### src/rtl/assert_macros.svh
// Assertion macros shared by the RTL.
`ifndef ASSERT_MACROS_SVH
`define ASSERT_MACROS_SVH

// Antecedent implies consequent on the same clock edge.
`define ASSERT_IMPL(label, clk, rst_n, ante, cons, msg) \
    label: assert property (@(posedge clk) disable iff (!rst_n) (ante) |-> (cons)) \
        else $error(msg);

// Antecedent implies consequent on the following clock edge.
`define ASSERT_NEXT(label, clk, rst_n, ante, cons, msg) \
    label: assert property (@(posedge clk) disable iff (!rst_n) (ante) |=> (cons)) \
        else $error(msg);

`endif

### src/rtl/nnfd_ram.sv
// Generic simple dual-port RAM with registered read.
module nnfd_ram #(
    parameter int WIDTH = 16,
    parameter int DEPTH = 64,
    parameter int AW    = (DEPTH > 1) ? $clog2(DEPTH) : 1
) (
    input  logic             i_clk,
    input  logic             i_we,
    input  logic [AW-1:0]    i_waddr,
    input  logic [WIDTH-1:0] i_wdata,
    input  logic [AW-1:0]    i_raddr,
    output logic [WIDTH-1:0] o_rdata
);

    logic [WIDTH-1:0] r_mem [DEPTH];
    logic [WIDTH-1:0] r_rdata;

    always_ff @(posedge i_clk) begin
        if (i_we) begin
            r_mem[i_waddr] <= i_wdata;
        end
        r_rdata <= r_mem[i_raddr];
    end

    assign o_rdata = r_rdata;

endmodule

### config.mk
export PLATFORM = sky130hd
export DESIGN_NAME = nnfd_ram
export DESIGN_NICKNAME = d
export VERILOG_FILES = /design/src/rtl/assert_macros.svh /design/src/rtl/nnfd_ram.sv
export SDC_FILE = /design/constraint.sdc
export NUM_CORES = 1
export LEC_CHECK = 0
export ABC_CLOCK_PERIOD_IN_PS = 4800
export BUFFER_PORTS_ARGS = -buffer_cell sky130_fd_sc_hd__buf_2
export CELL_PAD_IN_SITES_DETAIL_PLACEMENT = 0
export CELL_PAD_IN_SITES_GLOBAL_PLACEMENT = 1
export CORE_ASPECT_RATIO = 0.6
export CORE_MARGIN = 1
export CORE_UTILIZATION = 60
export CTS_CLUSTER_DIAMETER = 100
export DETAILED_ROUTE_END_ITERATION = 8
export PLACE_DENSITY_LB_ADDON = 0.1
export SYNTH_ARGS = -nofsm -noshare
export SYNTH_HDL_FRONTEND = slang
export SYNTH_SLANG_ARGS = --single-unit
### constraint.sdc
create_clock -name i_clk -period 4.8 [get_ports i_clk]
set_clock_uncertainty 0.1 [all_clocks]
set_input_delay 0.24 -clock i_clk [delete_from_list [all_inputs] [get_ports i_clk]]
set_output_delay 0.24 -clock i_clk [all_outputs]
set_load 0.005 [all_outputs]
==> results.txt <==
status = complete, no violations
starting DRC count in detailed routing = 2919
grt ovf = 0
crit path DAT = 3.09 ns
Yosys warnings = 0
residual DRC count = 0
final setup TNS = 0 ns
initial core utilization = 61.39%
Post-CTS Setup Repair Bufs = 0
Layout area overhead = 10.93%
Worst path slowest cell = buf_6
Synth area leader = edfxtp_1
# rows = 72
Peak VDD IR = 0.2886 mV
deepest clock path buffer count = 3
Core Box Area = 0.06522 mm^2
crit path max fanout = 79
fin nets = 1997
Synth Flop Type = edfxtp_1
drt wl/cell = 33.07 um
Yosys reg bits = 1040
synthesized area per cell = 21.89 um^2
vias in the first global route = 18694
Final Wtd Congestion = 0.8688
Pwr Total = 18.27 mW
Synth top area share = 76.79%
Final Hold Vio Count = 0
Pwr Density = 411.4 mW/mm^2
Leak = 14.11 nW
register area share after synthesis = 77.59%
syn_nets = 1859
Hold Path Class = input pin to flop
remaining antenna violation count = 0
ys async rst share = 0%
PortBufs = 45
crit path launch type = input pin
Worst slew margin = 14.15%
post-CTS resize count = 0
placed cells = 2762
Die Width = 335.5 um
Least-Margin Pin Slew = 1.288 ns
synthesized cell area = 0.04004 mm^2
GR Util All Layers = 29.19%
delay-heaviest family, CP = buffers and inverters
Worst Path Required = 5.18 ns
TritonCTS Sinks = 1040
Worst Hold Slack = 0.03344 ns
Root Buffer = clkbuf_16
crit path buf inv count = 3
Tmin final = 2.706 ns
Syn Inst Count = 1829
crit-path most repeated cell = buf_4
Initial DRT Pass Iterations = 6
Finished Layout Cells = 2922
layout cells sized above 1 = 26.20%
TritonCTS clock tree = yes
top cells by area, synth = edfxtp_1 (77%), mux4_2 (12%), mux2i_1 (2.1%)
slowest stage delay, CP = 0.63 ns
height of the die = 202.1 um
total CTS buffers = 90
CP Capture Type = flop
count of cell types in the netlist = 43
initial antenna violation count = 8
clk_lat worst skew = 0.65 ns
Hold Crit Depth = 3
Clock H-tree levels = 3
critical path, cell by cell = buf_6, buf_4, buf_4, mux2i_1, a22oi_1, a31oi_1, a311oi_1
final WL = 96640 um
die area = 0.06781 mm^2
Fmax = 369.6 MHz
vias = 19559
Max Cap Viol = 0
first-pass GRT wire length = 137100 um
Worst-path clk slew = 0.07 ns
WP depth = 7
final worst-path cycle share = 56.37%
DR vias/cell = 6.694
CTS Hold Bufs = 0
final setup fails = 0
RSZ-0062 raised after global routing = no
largest net degree at the start of global routing = 83
crit path kind = input pin to flop
ant diodes = 0
# IOs = 46
Post-DP HPWL = 56790 um
final max-slew violation count = 0
EDFF count, synth = 1024
R2R depth = 5
==> worst min-delay path: stages <==
cell and delay (ns):
buf_2 0.22, a31oi_1 0.21, a311oi_1 0.06
==> worst paths after layout <==
check	start	endpoint	slack, ns
max	i_raddr[1]	o_rdata[15]$_DFF_P_	2.09
min	i_raddr[5]	o_rdata[11]$_DFF_P_	0.03
max reg2reg	r_mem[23][13]$_DFFE_PP_	o_rdata[13]$_DFF_P_	2.36
min reg2reg	r_mem[26][5]$_DFFE_PP_	o_rdata[5]$_DFF_P_	0.75
==> logic make-up after synthesis <==
family,after synthesis,share of synthesized area (%)
and+or+nand+nor,220,2.647
buffers and inverters,104,1.831
DFF,1040,77.59
AOI/OAI and AO/OA,129,2.409
muxes,336,15.52
==> layout make-up <==
cell class | count | area [um^2]
Sequential cell | 1040 | 31070
Fill cell | 4149 | 20800
Tap cell | 888 | 1111
Clock inverter | 38 | 411.6
Timing Repair Buffer | 150 | 1090
Multi-Input combinational cell | 685 | 8254
Clock buffer | 121 | 2482
==> registers in the layout, summed over array words and instances, names as in the netlist <==
| register | flops |
|---|---|
| r_mem | 1024 |
| o_rdata | 16 |
==> synthesized netlist by cell type (all sizes together) (17+ instances only) <==
master and n:
edfxtp 1024, mux2 27, nand2 60, buf 77, mux4 224, nor2 74, nor2b 30, nand3 24
mux2i 85, clkbuf 27, a21oi 17, a22oi 39
==> where the power goes <==
| group | internal [mW] | leakage (nW) | total (mW) | switching (mW) |
|---|---|---|---|---|
| registers | 10.1 | 9.35 | 10.1 | 0.0361 |
| clock network | 4.11 | 1.42 | 7.24 | 3.13 |
| logic | 0.328 | 3.34 | 0.950 | 0.622 |
==> per-layer routing <==
layer	GRT usage (%)	up-vias	wire length, um
li1	-	7946	-
met5	0	-	10
met2	39.56	1146	41150
met4	6.001	2	1670
met1	47.99	10352	41650
met3	7.810	113	12160
==> through the flow <==
| stage | setup WS [ns] | cell area (um^2) | util (%) |
|---|---|---|---|
| floorplan | 2.425 | 40040 | - |
| CTS | 2.037 | 44410 | 68.09 |
| global route | 1.812 | 44420 | 68.10 |
| finish | 2.094 | 44420 | 68.10 |
| global placement | 1.360 | 41520 | 63.65 |
| detailed placement | 1.345 | 41520 | 63.65 |
==> cell usage in the layout, fill, tap and decap left out, types with 3 or more instances in the layout <==
cell type and count:
mux2i_1 85, mux2_2 27, buf_2 42, nor2_2 3, clkbuf_1 23, buf_4 101
o21ai_1 3, nand2_1 59, nor2_1 71, buf_12 4, clkinv_2 15, nand3_1 24
dfxtp_1 16, a21oi_1 17, nand2b_1 3, a211oi_1 8, clkbuf_8 5, a41oi_1 5
nor2b_1 29, mux4_1 4, o21ai_0 5, edfxtp_1 1024, nand4_1 12, a311oi_1 8
and4_1 5, a221oi_1 16, a221o_1 6, clkinv_1 11, a22o_1 6, mux4_2 220
bufinv_16 9, a31oi_1 8, clkbuf_16 93, a211o_1 8, nor4_2 3, a22oi_1 39
No activity file was read; power rests on OpenSTA's default activity.
